===== config.mk =====
export PLATFORM = sky130hd
export DESIGN_NAME = wiper_interval_washer_controller_core
export DESIGN_NICKNAME = d
export VERILOG_FILES = /design/src/design/wiwc_pkg.sv /design/src/design/wiper_interval_washer_controller_core.sv
export VERILOG_INCLUDE_DIRS = /design/src /design/src/design
export SDC_FILE = /design/constraint.sdc
export NUM_CORES = 1
export LEC_CHECK = 0
export ABC_AREA = 1
export BUFFER_PORTS_ARGS = -buffer_cell sky130_fd_sc_hd__buf_2
export CORE_MARGIN = 4
export CORE_UTILIZATION = 40
export CTS_BUF_LIST = sky130_fd_sc_hd__clkbuf_8
export CTS_CLUSTER_DIAMETER = 40
export CTS_CLUSTER_SIZE = 24
export DETAILED_ROUTE_END_ITERATION = 10
export GPL_TIMING_DRIVEN = 0
export PLACE_DENSITY = 0.6
export SETUP_SLACK_MARGIN = 0.2
export SLEW_MARGIN = 10
export SYNTH_ARGS = -nofsm -noshare
export SYNTH_HDL_FRONTEND = slang
export SYNTH_SLANG_ARGS = --single-unit

===== constraint.sdc =====
create_clock -name clk -period 10.11 [get_ports clk]
set_input_delay 1.011 -clock clk [delete_from_list [all_inputs] [get_ports clk]]
set_output_delay 1.011 -clock clk [all_outputs]
set_load 0.1 [all_outputs]

===== src/design/wiper_interval_washer_controller_core_assert.svh =====
// Assertion macros for the wiper and washer controller core.
`ifndef WIPER_INTERVAL_WASHER_CONTROLLER_CORE_ASSERT_SVH
`define WIPER_INTERVAL_WASHER_CONTROLLER_CORE_ASSERT_SVH
`ifndef SYNTHESIS
`define WIWC_ASSERT(lbl, prop, msg) \
  lbl: assert property (@(posedge clk) disable iff (rst) prop) else $error(msg);
`define WIWC_ASSERT_NEXT(lbl, pre, post, msg) \
  lbl: assert property (@(posedge clk) disable iff (rst) (pre) |=> (post)) else $error(msg);
`else
`define WIWC_ASSERT(lbl, prop, msg)
`define WIWC_ASSERT_NEXT(lbl, pre, post, msg)
`endif
`endif


===== src/design/wiwc_pkg.sv =====
// Types and constants of the wiper and washer controller.
package wiwc_pkg;

  typedef enum logic [1:0] {
    MODE_STOP  = 2'd0,
    MODE_AUTO  = 2'd1,
    MODE_INTER = 2'd2,
    MODE_CONT  = 2'd3
  } mode_t;

  typedef enum logic [1:0] {
    CFG_INTER_PAUSE = 2'd0,
    CFG_MAX_WASH    = 2'd1,
    CFG_WIPE_PULSE  = 2'd2
  } cfg_reg_t;

  localparam logic [9:0] SEL_STOP_ABOVE = 10'd1000;
  localparam logic [9:0] SEL_AUTO_TOP   = 10'd40;
  localparam logic [9:0] SEL_INTER_TOP  = 10'd25;
  localparam logic [9:0] SEL_CONT_TOP   = 10'd20;
  localparam logic [9:0] SEL_CONT_LOW   = 10'd10;

  localparam logic [15:0] RST_INTER_PAUSE = 16'd5000;
  localparam logic [15:0] RST_MAX_WASH    = 16'd5000;
  localparam logic [15:0] RST_WIPE_PULSE  = 16'd1000;

  typedef struct packed {
    logic [9:0]  selector_sample;
    logic        washer_button;
    logic        washer_remote;
    logic        remote_write;
    logic [1:0]  remote_mode;
    logic [15:0] remote_pause;
  } req_t;

  typedef struct packed {
    logic       wiper_relay;
    logic       washer_relay;
    logic [1:0] active_mode;
  } rsp_t;

endpackage


===== src/design/wiper_interval_washer_controller_core.sv =====
// Wiper and washer controller: one millisecond tick beat in, one relay status beat out.
//
// Usage:
//   req channel (req_valid/req_stall/req_data): one beat per millisecond tick with
//   the selector sample, washer levels and an optional remote mode/pause write.
//   rsp channel (rsp_valid/rsp_stall/rsp_data): one beat per tick with the wiper
//   relay, washer relay and active mode after that tick.
//   cfg channel (cfg_valid/cfg_ready/cfg_index/cfg_data): pause, wash limit and
//   wipe pulse registers; always ready, write only while idle.
// Result: an accepted tick's result is registered in the result or skid register.
// Throughput: one tick per cycle while req_stall is low; the whole tick update is one
//   combinational pass from the state registers into the state and result registers.
// Stall: a two-entry output (result register plus skid register) keeps ticks
//   flowing for one extra beat; req_stall rises only when both entries are full.
// Reset (rst, synchronous): modes stop, timers and relays zero, config registers
//   back to 5000/5000/1000 ms, output empty.
module wiper_interval_washer_controller_core #(
  parameter int TIMER_BITS = 16
) (
  input  logic            clk,
  input  logic            rst,
  input  logic            req_valid,
  output logic            req_stall,
  input  wiwc_pkg::req_t  req_data,
  output logic            rsp_valid,
  input  logic            rsp_stall,
  output wiwc_pkg::rsp_t  rsp_data,
  input  logic            cfg_valid,
  output logic            cfg_ready,
  input  logic [1:0]      cfg_index,
  input  logic [15:0]     cfg_data
);

  localparam int CW = (TIMER_BITS > 16) ? TIMER_BITS : 16;
  localparam logic [TIMER_BITS-1:0] TMAX = {TIMER_BITS{1'b1}};

  // config
  logic [15:0] intermittent_pause_ms;
  logic [15:0] max_wash_ms;
  logic [15:0] wipe_pulse_ms;

  // tick state
  wiwc_pkg::mode_t last_local_mode, last_local_mode_next;
  wiwc_pkg::mode_t last_remote_mode, last_remote_mode_next;
  wiwc_pkg::mode_t stored_remote_mode, stored_remote_mode_next;
  wiwc_pkg::mode_t mode_now, mode_now_next;
  logic [15:0] stored_remote_pause, stored_remote_pause_next;
  logic [15:0] pause_now, pause_now_next;
  logic wipers_enabled, wipers_enabled_next;
  logic remote_allowed, remote_allowed_next;
  logic interval_arm, interval_arm_next;
  logic interval_run, interval_run_next;
  logic wipe_start_pending, wipe_start_pending_next;
  logic wipe_stop_pending, wipe_stop_pending_next;
  logic [TIMER_BITS-1:0] interval_elapsed, interval_elapsed_next;
  logic [TIMER_BITS-1:0] wipe_elapsed, wipe_elapsed_next;
  logic [TIMER_BITS-1:0] wash_elapsed, wash_elapsed_next;
  logic prev_washer_button, prev_washer_button_next;
  logic prev_washer_remote, prev_washer_remote_next;
  logic wiper_out, wiper_out_next;
  logic washer_out, washer_out_next;

  // output stage
  logic           ov;
  logic           sv;
  wiwc_pkg::rsp_t skid;
  wiwc_pkg::rsp_t rsp_next;
  logic           push;
  logic           pop;

  wiwc_pkg::mode_t local_mode;
  logic            changed;

  function automatic wiwc_pkg::mode_t decode_selector(input logic [9:0] s);
    wiwc_pkg::mode_t m;
    if (s > wiwc_pkg::SEL_STOP_ABOVE) begin
      m = wiwc_pkg::MODE_STOP;
    end else if (s > wiwc_pkg::SEL_INTER_TOP && s <= wiwc_pkg::SEL_AUTO_TOP) begin
      m = wiwc_pkg::MODE_AUTO;
    end else if (s > wiwc_pkg::SEL_CONT_TOP && s <= wiwc_pkg::SEL_INTER_TOP) begin
      m = wiwc_pkg::MODE_INTER;
    end else if (s > wiwc_pkg::SEL_CONT_LOW && s <= wiwc_pkg::SEL_CONT_TOP) begin
      m = wiwc_pkg::MODE_CONT;
    end else begin
      m = wiwc_pkg::MODE_STOP;
    end
    return m;
  endfunction

  function automatic logic [TIMER_BITS-1:0] tick_timer(input logic [TIMER_BITS-1:0] t);
    return (t == TMAX) ? t : t + 1'b1;
  endfunction

  assign cfg_ready = 1'b1;
  assign req_stall = sv;
  assign push      = req_valid && !sv;
  assign pop       = ov && !rsp_stall;
  assign rsp_valid = ov;
  assign local_mode = decode_selector(req_data.selector_sample);

  always_comb begin
    interval_elapsed_next   = tick_timer(interval_elapsed);
    wipe_elapsed_next       = tick_timer(wipe_elapsed);
    wash_elapsed_next       = tick_timer(wash_elapsed);
    stored_remote_mode_next  = stored_remote_mode;
    stored_remote_pause_next = stored_remote_pause;
    last_local_mode_next    = last_local_mode;
    last_remote_mode_next   = last_remote_mode;
    mode_now_next           = mode_now;
    pause_now_next          = pause_now;
    wipers_enabled_next     = wipers_enabled;
    remote_allowed_next     = remote_allowed;
    interval_arm_next       = interval_arm;
    interval_run_next       = interval_run;
    wipe_start_pending_next = wipe_start_pending;
    wipe_stop_pending_next  = wipe_stop_pending;
    prev_washer_button_next = prev_washer_button;
    prev_washer_remote_next = prev_washer_remote;
    wiper_out_next          = wiper_out;
    washer_out_next         = washer_out;
    changed                 = 1'b0;

    if (req_data.remote_write && remote_allowed) begin
      stored_remote_mode_next  = wiwc_pkg::mode_t'(req_data.remote_mode);
      stored_remote_pause_next = req_data.remote_pause;
    end

    if (last_local_mode != local_mode) begin
      mode_now_next        = local_mode;
      last_local_mode_next = local_mode;
      changed              = 1'b1;
      case (local_mode)
        wiwc_pkg::MODE_AUTO: begin
          wipers_enabled_next = 1'b0;
          pause_now_next      = '0;
          remote_allowed_next = 1'b1;
        end
        wiwc_pkg::MODE_INTER: begin
          wipers_enabled_next = 1'b1;
          pause_now_next      = intermittent_pause_ms;
          remote_allowed_next = 1'b0;
        end
        wiwc_pkg::MODE_CONT: begin
          wipers_enabled_next = 1'b1;
          pause_now_next      = '0;
          remote_allowed_next = 1'b0;
        end
        default: begin
          wipers_enabled_next = 1'b0;
          remote_allowed_next = 1'b0;
        end
      endcase
    end else if (last_remote_mode != stored_remote_mode_next) begin
      mode_now_next         = stored_remote_mode_next;
      last_remote_mode_next = stored_remote_mode_next;
      changed               = 1'b1;
      case (stored_remote_mode_next)
        wiwc_pkg::MODE_INTER: begin
          wipers_enabled_next = 1'b1;
          pause_now_next      = stored_remote_pause_next;
        end
        wiwc_pkg::MODE_CONT: begin
          wipers_enabled_next = 1'b1;
          pause_now_next      = '0;
        end
        default: begin
          wipers_enabled_next = 1'b0;
        end
      endcase
    end

    if (changed) begin
      if (wipers_enabled_next && mode_now_next != wiwc_pkg::MODE_CONT) begin
        wipe_start_pending_next = 1'b1;
        interval_arm_next       = 1'b1;
      end else begin
        interval_arm_next = 1'b0;
        interval_run_next = 1'b0;
        wiper_out_next    = wipers_enabled_next;
      end
    end

    if (interval_arm_next) begin
      interval_elapsed_next = '0;
      interval_arm_next     = 1'b0;
      interval_run_next     = 1'b1;
    end
    if (interval_run_next && CW'(interval_elapsed_next) >= CW'(pause_now_next)) begin
      wipe_start_pending_next = 1'b1;
      interval_arm_next       = 1'b1;
    end

    if (wipe_start_pending_next) begin
      wiper_out_next          = 1'b1;
      wipe_elapsed_next       = '0;
      wipe_start_pending_next = 1'b0;
      wipe_stop_pending_next  = 1'b1;
    end
    if (wipe_stop_pending_next && CW'(wipe_elapsed_next) >= CW'(wipe_pulse_ms)) begin
      wiper_out_next         = 1'b0;
      wipe_stop_pending_next = 1'b0;
    end

    // button edge wins over a remote edge on the same tick
    if (prev_washer_button != req_data.washer_button) begin
      washer_out_next         = req_data.washer_button;
      prev_washer_button_next = req_data.washer_button;
      if (req_data.washer_button) begin
        wash_elapsed_next = '0;
      end
    end else if (prev_washer_remote != req_data.washer_remote) begin
      washer_out_next         = req_data.washer_remote;
      prev_washer_remote_next = req_data.washer_remote;
      if (req_data.washer_remote) begin
        wash_elapsed_next = '0;
      end
    end else if (req_data.washer_button && CW'(wash_elapsed_next) >= CW'(max_wash_ms)) begin
      washer_out_next = 1'b0;
    end

    rsp_next.wiper_relay  = wiper_out_next;
    rsp_next.washer_relay = washer_out_next;
    rsp_next.active_mode  = mode_now_next;
  end

  always_ff @(posedge clk) begin
    if (rst) begin
      intermittent_pause_ms <= wiwc_pkg::RST_INTER_PAUSE;
      max_wash_ms           <= wiwc_pkg::RST_MAX_WASH;
      wipe_pulse_ms         <= wiwc_pkg::RST_WIPE_PULSE;
    end else if (cfg_valid && cfg_ready) begin
      case (wiwc_pkg::cfg_reg_t'(cfg_index))
        wiwc_pkg::CFG_INTER_PAUSE: intermittent_pause_ms <= cfg_data;
        wiwc_pkg::CFG_MAX_WASH:    max_wash_ms           <= cfg_data;
        wiwc_pkg::CFG_WIPE_PULSE:  wipe_pulse_ms         <= cfg_data;
        default: ;
      endcase
    end
  end

  always_ff @(posedge clk) begin
    if (rst) begin
      last_local_mode     <= wiwc_pkg::MODE_STOP;
      last_remote_mode    <= wiwc_pkg::MODE_STOP;
      stored_remote_mode  <= wiwc_pkg::MODE_STOP;
      mode_now            <= wiwc_pkg::MODE_STOP;
      stored_remote_pause <= '0;
      pause_now           <= '0;
      wipers_enabled      <= 1'b0;
      remote_allowed      <= 1'b0;
      interval_arm        <= 1'b0;
      interval_run        <= 1'b0;
      wipe_start_pending  <= 1'b0;
      wipe_stop_pending   <= 1'b0;
      interval_elapsed    <= '0;
      wipe_elapsed        <= '0;
      wash_elapsed        <= '0;
      prev_washer_button  <= 1'b0;
      prev_washer_remote  <= 1'b0;
      wiper_out           <= 1'b0;
      washer_out          <= 1'b0;
    end else if (push) begin
      last_local_mode     <= last_local_mode_next;
      last_remote_mode    <= last_remote_mode_next;
      stored_remote_mode  <= stored_remote_mode_next;
      mode_now            <= mode_now_next;
      stored_remote_pause <= stored_remote_pause_next;
      pause_now           <= pause_now_next;
      wipers_enabled      <= wipers_enabled_next;
      remote_allowed      <= remote_allowed_next;
      interval_arm        <= interval_arm_next;
      interval_run        <= interval_run_next;
      wipe_start_pending  <= wipe_start_pending_next;
      wipe_stop_pending   <= wipe_stop_pending_next;
      interval_elapsed    <= interval_elapsed_next;
      wipe_elapsed        <= wipe_elapsed_next;
      wash_elapsed        <= wash_elapsed_next;
      prev_washer_button  <= prev_washer_button_next;
      prev_washer_remote  <= prev_washer_remote_next;
      wiper_out           <= wiper_out_next;
      washer_out          <= washer_out_next;
    end
  end

  // output register plus skid
  always_ff @(posedge clk) begin
    if (rst) begin
      ov <= 1'b0;
      sv <= 1'b0;
    end else if (sv) begin
      if (pop) begin
        sv <= 1'b0;
      end
    end else if (push) begin
      if (ov && !pop) begin
        sv <= 1'b1;
      end else begin
        ov <= 1'b1;
      end
    end else if (pop) begin
      ov <= 1'b0;
    end
  end

  always_ff @(posedge clk) begin
    if (sv) begin
      if (pop) begin
        rsp_data <= skid;
      end
    end else if (push) begin
      if (ov && !pop) begin
        skid <= rsp_next;
      end else begin
        rsp_data <= rsp_next;
      end
    end
  end

`include "wiper_interval_washer_controller_core_assert.svh"

  `WIWC_ASSERT(a_skid_needs_out, (sv |-> ov), "skid full while result register empty")
  `WIWC_ASSERT_NEXT(a_push_fills, push, ov, "accepted tick beat not held in output")
  `WIWC_ASSERT(a_no_start_left, (!wipe_start_pending), "wipe start left pending after a tick")
  `WIWC_ASSERT(a_wiper_hold, ((wiper_out && !wipe_stop_pending) |-> (mode_now == wiwc_pkg::MODE_CONT)), "wiper held on outside continuous mode")

endmodule

---- After elaboration in Yosys (flattened, before gate mapping) ----
Cells that the tools add are included.
cells by class
  equality and inequality tests ........... 18
  bitwise operators ....................... 3
  add/sub/neg operators ................... 3
  mux-type cells .......................... 56
  order comparisons ....................... 10
  reductions and logical operators ........ 30
operators with widths
  operator                 count
  $mux W16                 12
  $pmux W16 S2             2
  $add A16 B1 Y16 const B  3
  $eq A16 B16 Y1 const B   3
  $ge A16 B16 Y1           3
  $mux W1                  31
  $gt A10 B5 Y1 const B    2
  $le A10 B5 Y1 const B    2
  $mux W4                  4
  $reduce_and A3 Y1        5
  $mux W2                  7
  $logic_and A1 B1 Y1      11
  $eq A2 B2 Y1 const B     5
  $gt A10 B10 Y1 const B   1
  $gt A10 B4 Y1 const B    1
  $le A10 B6 Y1 const B    1
  $reduce_and A2 Y1        5
  $ne A2 B2 Y1 const B     3
  $reduce_or A2 Y1         3
  $eq A2 B1 Y1 const B     2
  $ne A2 B2 Y1             2
  $reduce_bool A2 Y1       2
  $logic_not A1 Y1         3
  $not A1 Y1               3
  other kinds (3)          4
word-level totals
  register bits ........................... 155
  word-level logic and storage cells ...... 149
  output and inout bits ................... 7

---- Logic depth before layout (Yosys ltp) ----
Gate-level depths: netlist of the first run.
  depth in word-level cells ............... 24
  mapped depth ............................ 40
  gate-level depth less buffers ........... 39

---- Least setup slack after synthesis of the first run ----
OpenSTA, ideal clock, no wires.
  kind .................................... in2reg
  start point ............................. in req_data[27] in the netlist's numbering
  end point ............................... reg rsp_data[3] in the netlist's numbering, data pin
  setup time .............................. 165 ps
  arrival time ............................ 5018 ps
  stages .................................. 37
  setup slack ............................. 4928 ps
  buffers on the path ..................... 1
  cells stage by stage .................... nor2_1 -> nand2_1 -> nor2_2 -> nand2_1 -> nand2_1 -> inv_2 -> nand2_1 -> nand2_2 -> nand2_2 -> nand3_4 -> nor2_2 -> inv_2 -> or2_1 -> nand2_4 -> inv_1 -> a21oi_1 -> ha_1 -> nand2_1 -> nor2_1 -> a211oi_1 -> o221ai_1 -> nand2_1 -> nand3_1 -> a21boi_4 -> buf_6 -> nand2_2 -> inv_1 -> ha_1 -> a21oi_1 -> nor2_1 -> a211oi_1 -> o221ai_1 -> nand2_1 -> nand3_1 -> nand2_1 -> nand2_1 -> o21ai_0
on the way
  cells in the longest elaborated chain, start to end .. 24
ends and longest elaborated chain
  element                                         RTL line                                      text
  from (decl)                                     wiper_interval_washer_controller_core.sv:24   input wiwc_pkg::req_t req_data,
  $gt A10 B4 Y1 or $le A10 B5 Y1 (tied branches)  wiper_interval_washer_controller_core.sv:82   end else if (s > wiwc_pkg::SEL_CONT_LOW && s <= wiwc_pkg::SEL_CONT_TOP) begin
  $logic_and A1 B1 Y1                             wiper_interval_washer_controller_core.sv:82
  $mux W2                                         wiper_interval_washer_controller_core.sv:82
  $mux W2                                         wiper_interval_washer_controller_core.sv:80   end else if (s > wiwc_pkg::SEL_CONT_TOP && s <= wiwc_pkg::SEL_INTER_TOP) begin
  $mux W2                                         wiper_interval_washer_controller_core.sv:78   end else if (s > wiwc_pkg::SEL_INTER_TOP && s <= wiwc_pkg::SEL_AUTO_TOP) begin
  $mux W2 (*)                                     wiper_interval_washer_controller_core.sv:76   if (s > wiwc_pkg::SEL_STOP_ABOVE) begin
  $eq A2 B2 Y1                                    wiper_interval_washer_controller_core.sv:132  case (local_mode)
  $reduce_or A2 Y1 (no line)                      -
  [6 not listed]                                  -
  via interval_elapsed_next[2]                    wiper_interval_washer_controller_core.sv:55   logic [TIMER_BITS-1:0] interval_elapsed, interval_elapsed_next;
  [3 not listed]                                  -
  $mux W16 (*)                                    wiper_interval_washer_controller_core.sv:193  if (wipe_start_pending_next) begin
  via wipe_elapsed_next[1]                        wiper_interval_washer_controller_core.sv:56   logic [TIMER_BITS-1:0] wipe_elapsed, wipe_elapsed_next;
  $ge A16 B16 Y1 (*)                              wiper_interval_washer_controller_core.sv:199  if (wipe_stop_pending_next && CW'(wipe_elapsed_next) >= CW'(wipe_pulse_ms)) begin
  $logic_and A1 B1 Y1 (*)                         wiper_interval_washer_controller_core.sv:199
  $mux W1 (*)                                     wiper_interval_washer_controller_core.sv:199
  $mux W4 (*)                                     wiper_interval_washer_controller_core.sv:311  if (ov && !pop) begin
  $mux W4 (*)                                     wiper_interval_washer_controller_core.sv:310  end else if (push) begin
  $mux W4 (*)                                     wiper_interval_washer_controller_core.sv:306  if (sv) begin
  to (signal assigned)                            wiper_interval_washer_controller_core.sv:308  rsp_data <= skid;
  to (signal assigned)                            wiper_interval_washer_controller_core.sv:314  rsp_data <= rsp_next;
  to (decl)                                       wiper_interval_washer_controller_core.sv:27   output wiwc_pkg::rsp_t rsp_data,
Mark *: on every way through the listed nets, which the timed path passes. The rest lies on a longest branch. The select of a mux whose other input is x is not followed.
A chain may end at the register's enable or synchronous reset.

---- Final worst setup path of the first run ----
  start point ............................. in req_data[18] in the netlist's numbering
  end point ............................... reg rsp_data[3] in the netlist's numbering, data pin
RTL lines
  element                        RTL line                                      text
  $logic_and A1 B1 Y1 (*)        wiper_interval_washer_controller_core.sv:123  if (req_data.remote_write && remote_allowed) begin
  $mux W2 (*)                    wiper_interval_washer_controller_core.sv:123
  $ne A2 B2 Y1                   wiper_interval_washer_controller_core.sv:153  end else if (last_remote_mode != stored_remote_mode_next) begin
  $mux W2 (*)                    wiper_interval_washer_controller_core.sv:153
  $mux W2 (*)                    wiper_interval_washer_controller_core.sv:128  if (last_local_mode != local_mode) begin
  via mode_now_next[0]           wiper_interval_washer_controller_core.sv:46   wiwc_pkg::mode_t mode_now, mode_now_next;
  $ne A2 B2 Y1 (*)               wiper_interval_washer_controller_core.sv:173  if (wipers_enabled_next && mode_now_next != wiwc_pkg::MODE_CONT) begin
  $logic_and A1 B1 Y1 (*)        wiper_interval_washer_controller_core.sv:173
  [3 not listed]                 -
  via interval_elapsed_next[15]  wiper_interval_washer_controller_core.sv:55
  [3 not listed]                 -
  $mux W16 (*)                   wiper_interval_washer_controller_core.sv:193
  via wipe_elapsed_next[1]       wiper_interval_washer_controller_core.sv:56
  $ge A16 B16 Y1 (*)             wiper_interval_washer_controller_core.sv:199
  $logic_and A1 B1 Y1 (*)        wiper_interval_washer_controller_core.sv:199
  $mux W1 (*)                    wiper_interval_washer_controller_core.sv:199
  $mux W4 (*)                    wiper_interval_washer_controller_core.sv:311
  $mux W4 (*)                    wiper_interval_washer_controller_core.sv:310
  $mux W4 (*)                    wiper_interval_washer_controller_core.sv:306
Marked as above.

==> flow_summary.yaml, run 1 <==
run_status:
  status: "finished, final reports clean"
timing:
  hold_viol_final: 0
  fmax_ghz: 0.164
  finalSetupViolations: 0
  fin_crit_ps: 6110
  period_share: 0.604
  worst_slew_pin_slew_ps: 1010
  holdWs_ps: 467
  rsz0062_at_grt: "no"
  finClkSkew_ps: 15.4
  final.setup.tns_ps: 0
  maxSlewViolCount: 0
  max-slew-margin-rel: 0.325
global_routing:
  met1_usage: 0.278
  antenna_found_initial: 0
  grt_pass1_wl_mm: 40.7
  met3_usage: 0.0353
  grt_max_degree: 17
  grt_remaining_overflow: 0
  grt_usage: 0.206
  grt_pass1_vias: 8001
  use_met2: 0.336
  grt.busiest_layer: "met2"
logic_synthesis:
  synth_area_per_cell_sq_um: 6.99
  synth_cells: 1291
  ys.flop_type: "dfxtp_1"
  synth-seq-area-share: 0.353
  syn-num-nets: 1396
  ys_seq_elements: 155
  netlist_area_sq_um: 9020
  yosysUniqueCellTypes: 43
  ys_warn_count: 0
  async_reset_ff_frac: 0
  synth_enable_flop_cells: 8
routing:
  drt-initial-drc-count: 494
  wl_per_cell_um: 15.2
  drt_drc_violations_left: 0
  via_per_inst: 5.18
  drtPass1Iterations: 5
  drt-total-wl_mm: 25.3
  final_antenna_net_count: 0
  vias: 8610
final_layout:
  drive_gt1_frac: 0.0970
  nNetsFinal: 1473
  fillers: 2296
  n_antenna_cell: 0
  final-seq-area_sq_um: 3180
  areaGrowthSynthToFinish_pct: 11.4
  multiInputGateArea_sq_um: 4880
clock_tree:
  postCtsSetupBuffers: 0
  cts-htree-levels: 4
  root_buffer: "clkbuf_8"
  cts_hold_buf: 0
  clk_latency_ps: 480
  cts_resized: 0
  cts_tree: "built"
  clk_path_buf_depth: 2
  clk_pin_slew_ps: 90
  cts_num_sinks: 155
  cts_buffers: 17
die:
  initial_core_util: 0.410
  row_count: 54
  die_x_um: 158
  io_pins: 61
  die_area_sq_um: 25000
  core_sq_um: 22000
  die_h_um: 158
place:
  dp_hpwl_mm: 19.5
  port-buffer-count: 58
  gp_congestion: 0.928
worst_setup_path:
  path_class: "input pin to register"
  cpMostUsedCell: "nand2_1"
  worst-endpoint-required_ps: 10420
  cp_max_fo: 10
  crit_path_start_kind: "input pin"
  cp-end-kind: "register"
  critical_path.slowest_cell: "a21boi_4"
  reg2reg_depth: 37
  slowest_delay_ps: 400
  crit_arrival_ps: 6420
  r2r-end: "rsp_data[3]$_DFFE_PP_"
  reg2reg_setup_slack_ps: 4190
  reg2reg_from: "remote_allowed$_SDFFE_PP0P_"
hold_path:
  hold_path_end: "wipe_pulse_ms[2]$_SDFFE_PP0P_"
  hold_class: "register to register"
  whs_path_depth: 2
  worstHoldStart: "wipe_pulse_ms[2]$_SDFFE_PP0P_"
power:
  p_leak_nw: 4.44
  combPwrFrac: 0.215
  peakVddDrop_mv: 0.0759
  switching_share: 0.334
  p_switching_mw: 0.493
  p_int_mw: 0.983
  pwr-share-seq: 0.457
  p_per_area_nw_per_um2: 147
  p_clk_frac: 0.328
run:
  maxCapViolCount: 0
[kinds of logic (layout without fill, tap and decap cells)]
kind of cell / Yosys count / after routing / synth area share
multiplexers: 15 / 15 / 0.0166
other: 1 / 1 / 0.000416
AND/OR/NAND/NOR: 449 / 449 / 0.216
AO/OA/AOI/OAI: 343 / 343 / 0.214
XOR/XNOR: 23 / 23 / 0.0223
adder cells (fa/ha/maj): 51 / 51 / 0.0707
buffers and inverters: 254 / 344 / 0.107
flip-flops: 155 / 155 / 0.353
[worst max-delay path, delay by kind of cell]
kind / cells / cell delay, ps
fa+ha+maj: 2 / 550
compound gates: 6 / 1220
buf+inv: 7 / 740
simple gates: 24 / 2870
[routing by layer]
layer | wire (um) | vias to the layer above
li1 | - | 4429
met1 | 12100 | 3972
met2 | 11600 | 173
met3 | 1060 | 36
met4 | 565 | 0
met5 | 0 | -
[synth_stat cells (all sizes together) (5+ instances only)]
cell	instances	area (sq um)
nand2	256	1050
nand3	42	223
nor2	90	343
buf	8	41.3
mux2i	15	150
clkbuf	47	176
xor2	15	131
nor3	39	195
a211oi	5	42.5
inv	199	747
ha	51	638
o22ai	13	81.3
o211ai	38	285
xnor2	8	70.1
a21oi	143	753
nor4	6	37.5
edfxtp	8	240
o21ai	131	656
nand4	12	75.1
dfxtp	147	2940
[registers in the layout (all words and copies together) (netlist names), 2 cells and up]
| name | cells |
|---|---|
| stored_remote_mode | 2 |
| last_local_mode | 2 |
| skid | 4 |
| max_wash_ms | 16 |
| wipe_elapsed | 16 |
| interval_elapsed | 16 |
| rsp_data | 4 |
| intermittent_pause_ms | 16 |
| mode_now | 2 |
| wash_elapsed | 16 |
| last_remote_mode | 2 |
| wipe_pulse_ms | 16 |
| stored_remote_pause | 16 |
| pause_now | 16 |
[final cells by class]
| class | instances | area share |
|---|---|---|
| buffer | 55 | 0.0216 |
| clock inverter | 14 | 0.0142 |
| multi-input combinational | 882 | 0.485 |
| sequential | 155 | 0.317 |
| timing repair buffer | 58 | 0.0289 |
| inverter | 199 | 0.0743 |
| clock buffer | 18 | 0.0246 |
| tap | 280 | 0.0348 |
[per-stage QoR]
stage	cells	power, mW	setup slack, ps	cell area [sq um]	util
6_report	1661	1.48	4000	10100	0.457
3_5_place_dp	1629	1.00	3580	9670	0.439
3_3_place_gp	1629	1.00	3550	9670	0.439
4_1_cts	1661	1.49	4050	10100	0.457
5_1_grt	1661	1.56	3510	10100	0.457
2_1_floorplan	1291	0.915	4930	9020	-
[how the worst max path moves through the flow]
stage	from	end	slack (ps)	cells past startpoint
2_1_floorplan	req_data[27]	rsp_data[3]$_DFFE_PP_	4930	37
3_3_place_gp	req_data[18]	rsp_data[3]$_DFFE_PP_	3550	39
3_5_place_dp	req_data[18]	rsp_data[3]$_DFFE_PP_	3580	39
4_1_cts	req_data[18]	rsp_data[3]$_DFFE_PP_	4050	39
5_1_grt	req_data[27]	rsp_data[3]$_DFFE_PP_	3510	38
6_report	req_data[18]	rsp_data[3]$_DFFE_PP_	4000	39
[cell usage in the layout (no fill, tap or decap), drive strengths merged, types with 2 or more instances in the layout]
master and count:
o22ai 13, edfxtp 8, o211ai 38, a21oi 143, dfxtp 147, xnor2 8, nand2 256, a31oi 3
o21ai 131, clkinv 2, xor2 15, a211oi 5, nor2 90, nor4 6, bufinv 2, nand4 12
clkbuf 65, nand3 42, inv 208, mux2i 15, buf 66, ha 51, and2 2, o221ai 3
nor3 39
[power groups by stage]
stage,sequential [mW],combinational [mW],clock [mW]
final,0.675,0.318,0.483
after global routing,0.679,0.361,0.522
after CTS,0.675,0.317,0.494
after detailed placement,0.688,0.316,0
after global placement,0.688,0.312,0
after floorplan,0.702,0.213,0
Note: power is estimated with default switching activity, not from simulation.
==> run 2: changes to the inputs <==
clock period = 5.91 ns   (was 10.11 ns; I/O delays follow)
==> run 2 against run 1 <==
First-iteration DRC count rose by 17%. Global-route usage rose by 0.086 points. Via count rose by 0.81%. Clock power rose by 71%. Non-clock buffer count rose by 9. Critical path depth fell by 1. Utilization rose by 0.76 points. Die area did not move. Cell count rose by 0.54%. Clock skew fell by 0.56 ps. Largest cell class unchanged.
==> flow_summary.yaml, run 2 (same netlist as run 1, synthesis figures left out) <==
hold_path:
  hold_path_end: "intermittent_pause_ms[12]$_SDFFE_PP1P_"
  whs_path_depth: 3
  worstHoldStart: "cfg_data[12]"
  hold_class: "input pin to register"
place:
  port-buffer-count: 58
  post-place-ws_ps: -204
  gp_congestion: 0.928
  postPlaceCellArea_sq_um: 9670
  dp_hpwl_mm: 19.5
routing:
  via_per_inst: 5.20
  wl_met1_mm: 11.9
  top_layer: "met4"
  drt_drc_violations_left: 0
  final_antenna_net_count: 0
  wl_met3_mm: 1.20
  drt-total-wl_mm: 25.4
  drt-initial-drc-count: 580
  wl_per_cell_um: 15.2
  drtPass1Iterations: 5
  vias: 8680
  wl_met2_mm: 11.7
global_routing:
  grt_pass1_wl_mm: 40.8
  antenna_found_initial: 0
  grt_max_degree: 17
  grt_remaining_overflow: 0
  grt_usage: 0.207
  grt_pass1_vias: 8013
worst_setup_path:
  crit_arrival_ps: 5640
  critical_path.slowest_cell: "dfxtp_4"
  reg2reg_setup_slack_ps: 590
  crit_start: "remote_allowed$_SDFFE_PP0P_"
  cp_max_fo: 10
  cpMostUsedCell: "nand2_1"
  path_class: "register to register"
  crit_path_start_kind: "register"
  worst-endpoint-required_ps: 6230
  r2r-end: "rsp_data[3]$_DFFE_PP_"
  reg2reg_from: "remote_allowed$_SDFFE_PP0P_"
  cp-end-kind: "register"
  slowest_delay_ps: 420
  reg2reg_depth: 38
final_layout:
  final_cell_mix: "nand2_1, inv_1, dfxtp_1, a21oi_1, o21ai_0"
  stdcell_area_sq_um: 10200
  n_antenna_cell: 0
  drive_gt1_frac: 0.114
  areaGrowthSynthToFinish_pct: 13.3
  layout_commonest_cell: "nand2_1"
  post-route-util: 0.464
  nNetsFinal: 1482
clock_tree:
  root_buffer: "clkbuf_8"
  cts_num_sinks: 155
  cts-htree-levels: 4
  cts_buffers: 17
  clk_latency_ps: 470
  cts_tree: "built"
  clk_pin_slew_ps: 100
  clk_path_buf_depth: 2
timing:
  finalSetupViolations: 0
  fin_ws_ps: 586
  period_share: 0.901
  max-slew-margin-rel: 0.327
  holdWs_ps: 411
  rsz0062_at_grt: "no"
  fin_crit_ps: 5320
  finClkSkew_ps: 14.8
  maxSlewViolCount: 0
  worst_slew_pin_slew_ps: 1000
  hold_viol_final: 0
  fmax_ghz: 0.188
die:
  initial_core_util: 0.410
  io_pins: 61
  die_area_sq_um: 25000
  die_x_um: 158
  row_count: 54
  die_h_um: 158
  core_sq_um: 22000
power:
  peakVddDrop_mv: 0.128
  p_total_mw: 2.55
  p_leak_nw: 4.49
  p_per_area_nw_per_um2: 250
run_status:
  status: "finished, final reports clean"
run:
  maxCapViolCount: 0
[run 2: cell types whose count changed in the layout (fill, tap and decap cells not counted), sizes merged]
cell | before | now
inv | 208 | 207
clkinvlp | 1 | 2
buf | 66 | 75
[run 2: per-layer routing]
layer | global-route usage | up-vias
li1 | - | 4451
met1 | 0.279 | 3997
met2 | 0.340 | 201
met3 | 0.0344 | 31
met4 | 0.0617 | 0
met5 | 0 | -
[run 2: how the worst max path moves through the flow]
stage / end
4_1_cts: rsp_data[3]$_DFFE_PP_
5_1_grt: rsp_data[3]$_DFFE_PP_
6_report: rsp_data[3]$_DFFE_PP_
2_1_floorplan: rsp_data[3]$_DFFE_PP_
3_5_place_dp: rsp_data[3]$_DFFE_PP_
3_3_place_gp: rsp_data[3]$_DFFE_PP_
[run 2: per-stage QoR]
step	setup TNS, ps	std cells
after floorplan	0	1291
final	0	1670
after global placement	-361	1629
after global routing	0	1670
after CTS	0	1662
after detailed placement	-309	1629
[run 2: layout make-up]
cell class | instances | area, sq um
Buffer | 55 | 223
Clock buffer | 18 | 248
Clock inverter | 14 | 143
Fill cell | 2270 | 11800
Inverter | 199 | 751
Multi-Input combinational cell | 882 | 4960
Sequential cell | 155 | 3190
Tap cell | 280 | 350
Timing Repair Buffer | 67 | 362
[run 2: timing repair]
item	in CTS	in global routing
buffers inserted	1	8
pin swaps	1	4
resized for setup	3	22
setup endpoints to repair	2	4
hold buffers	0	0
gates cloned	0	0
[run 2: power by group]
part | switching (mW) | internal (mW)
clock | 0.437 | 0.389
combinational | 0.383 | 0.191
sequential | 0.0350 | 1.12
[run 2: worst max-delay path, delay by kind of cell (launching register included)]
family / cells / cell delay (ps)
AND/OR/NAND/NOR: 23 / 2490
flip-flops: 1 / 420
buffers and inverters: 7 / 670
AO/OA/AOI/OAI: 6 / 1100
adder cells (fa/ha/maj): 2 / 500
==> run 3: changes to the inputs <==
CORE_ASPECT_RATIO = 1.2   (was unset)
==> run 3 against run 2 <==
Non-clock buffer count is 5 higher. Clock skew is 1.7 ps higher. Wire length is 1.4% higher. Cell count hardly changed. Sequential power hardly changed. Worst hold slack better by 8.9 ps. Global-route usage is 0.59 points lower. Clock power is 2% higher. Flip-flop and latch count stayed put. Via count hardly changed. Sequential share of layout area is 0.17 points lower. Final area is 0.54% higher. Largest power group unchanged.
==> flow_summary.yaml, run 3 (same netlist as run 1, synthesis figures left out) <==
run_status:
  status: "finished, final reports clean"
place:
  post-place-ws_ps: -160
  port-buffer-count: 58
  dp_hpwl_mm: 19.8
  gp_congestion: 0.881
clock_tree:
  cts_num_sinks: 155
  clk_latency_ps: 460
  cts_buffers: 17
  clk_path_buf_depth: 2
  clk_pin_slew_ps: 90
  cts_hold_buf: 0
  cts_tree: "built"
  cts-htree-levels: 4
  root_buffer: "clkbuf_8"
timing:
  fin_crit_ps: 5360
  holdWs_ps: 419
  worst_slew_pin_slew_ps: 957
  max-slew-margin-rel: 0.357
  rsz0062_at_grt: "no"
  maxSlewViolCount: 0
  hold_viol_final: 0
  finClkSkew_ps: 16.5
  fin_ws_ps: 547
  fmax_ghz: 0.186
  period_share: 0.907
  finalSetupViolations: 0
die:
  die_h_um: 173
  initial_core_util: 0.412
  die_area_sq_um: 25000
  die_x_um: 145
  row_count: 59
  core_sq_um: 21900
  io_pins: 61
run:
  maxCapViolCount: 0
worst_setup_path:
  reg2reg_from: "remote_allowed$_SDFFE_PP0P_"
  worst-endpoint-required_ps: 6210
  reg2reg_setup_slack_ps: 550
  crit_arrival_ps: 5660
  cp_max_fo: 10
  reg2reg_depth: 37
  cpMostUsedCell: "nand2_1"
  slowest_delay_ps: 400
  critical_path.slowest_cell: "dfxtp_4"
  r2r-end: "rsp_data[3]$_DFFE_PP_"
  cp-end-kind: "register"
  path_class: "register to register"
  crit_path_start_kind: "register"
global_routing:
  grt_pass1_vias: 8018
  grt_max_degree: 17
  grt_usage: 0.201
  grt_pass1_wl_mm: 41.0
  grt_remaining_overflow: 0
  antenna_found_initial: 0
hold_path:
  hold_class: "input pin to register"
  worstHoldStart: "cfg_data[5]"
  whs_path_depth: 3
  hold_path_end: "wipe_pulse_ms[5]$_SDFFE_PP1P_"
power:
  switching_share: 0.322
  combPwrFrac: 0.227
  p_total_mw: 2.58
  p_clk_frac: 0.327
  peakVddDrop_mv: 0.143
  p_per_area_nw_per_um2: 251
  p_leak_nw: 4.53
  p_int_mw: 1.75
  pwr-share-seq: 0.447
  p_switching_mw: 0.831
routing:
  wl_met3_mm: 1.07
  wl_per_cell_um: 15.5
  via_per_inst: 5.20
  top_layer: "met4"
  wl_met2_mm: 12.6
  drt_drc_violations_left: 0
  final_antenna_net_count: 0
  vias: 8677
  wl_met1_mm: 11.6
  drt-total-wl_mm: 25.8
  drt-initial-drc-count: 431
  drtPass1Iterations: 8
final_layout:
  drive_gt1_frac: 0.117
  post-route-util: 0.469
  layout_commonest_cell: "nand2_1"
  n_antenna_cell: 0
  areaGrowthSynthToFinish_pct: 13.9
  final_cell_mix: "nand2_1, inv_1, dfxtp_1, a21oi_1, o21ai_0"
  nNetsFinal: 1487
## run 3: power by group through the flow
stage,registers [mW],clock network (mW),logic (mW)
2_1_floorplan,1.20,0,0.364
3_3_place_gp,1.18,0,0.538
3_5_place_dp,1.18,0,0.546
4_1_cts,1.15,0.856,0.551
5_1_grt,1.16,0.909,0.654
6_report,1.15,0.844,0.585
## run 3: worst max path at each step
| stage | startpoint | endpoint | slack (ps) | depth (start not counted) |
|---|---|---|---|---|
| finish | remote_allowed$_SDFFE_PP0P_ | rsp_data[3]$_DFFE_PP_ | 550 | 37 |
| detailed placement | req_data[18] | rsp_data[3]$_DFFE_PP_ | -160 | 39 |
| floorplan | req_data[27] | rsp_data[3]$_DFFE_PP_ | 1150 | 37 |
| global route | remote_allowed$_SDFFE_PP0P_ | rsp_data[3]$_DFFE_PP_ | 220 | 39 |
| global placement | req_data[18] | rsp_data[3]$_DFFE_PP_ | -110 | 39 |
| CTS | remote_allowed$_SDFFE_PP0P_ | rsp_data[3]$_DFFE_PP_ | 320 | 37 |
## run 3: cell type report
class,instances,area (sq um)
Inverter,199,751
Timing Repair Buffer,72,395
Fill cell,2276,11600
Sequential cell,155,3190
Tap cell,274,343
Multi-Input combinational cell,882,4970
Clock buffer,23,317
Clock inverter,9,95.1
Buffer,55,221
## run 3: repair_timing
item	CTS	global route
gates cloned	0	0
pin swaps	1	10
endpoints found under the hold margin	0	0
setup buffers	1	13
resized for setup	2	20
endpoints found under the setup margin	3	4
## run 3: per-layer routing
| metal | GRT usage | vias to the layer above |
|---|---|---|
| met5 | 0 | - |
| met2 | 0.346 | 194 |
| li1 | - | 4455 |
| met1 | 0.254 | 3988 |
| met4 | 0.0685 | 0 |
| met3 | 0.0348 | 40 |
## run 3: worst max-delay path: cells and delay by family, from the launching register on
family,cells,cell delay [ps]
adders and majority gates,2,500
buffers and inverters,6,730
AOI/OAI and AO/OA,7,1290
and+or+nand+nor,22,2270
DFF,1,400
## run 3: through the flow
stage / area [sq um] / setup TNS (ps) / std cells
floorplan: 9020 / 0 / 1291
global placement: 9660 / -115 / 1623
detailed placement: 9660 / -293 / 1623
CTS: 10100 / 0 / 1656
global route: 10300 / 0 / 1669
finish: 10300 / 0 / 1669
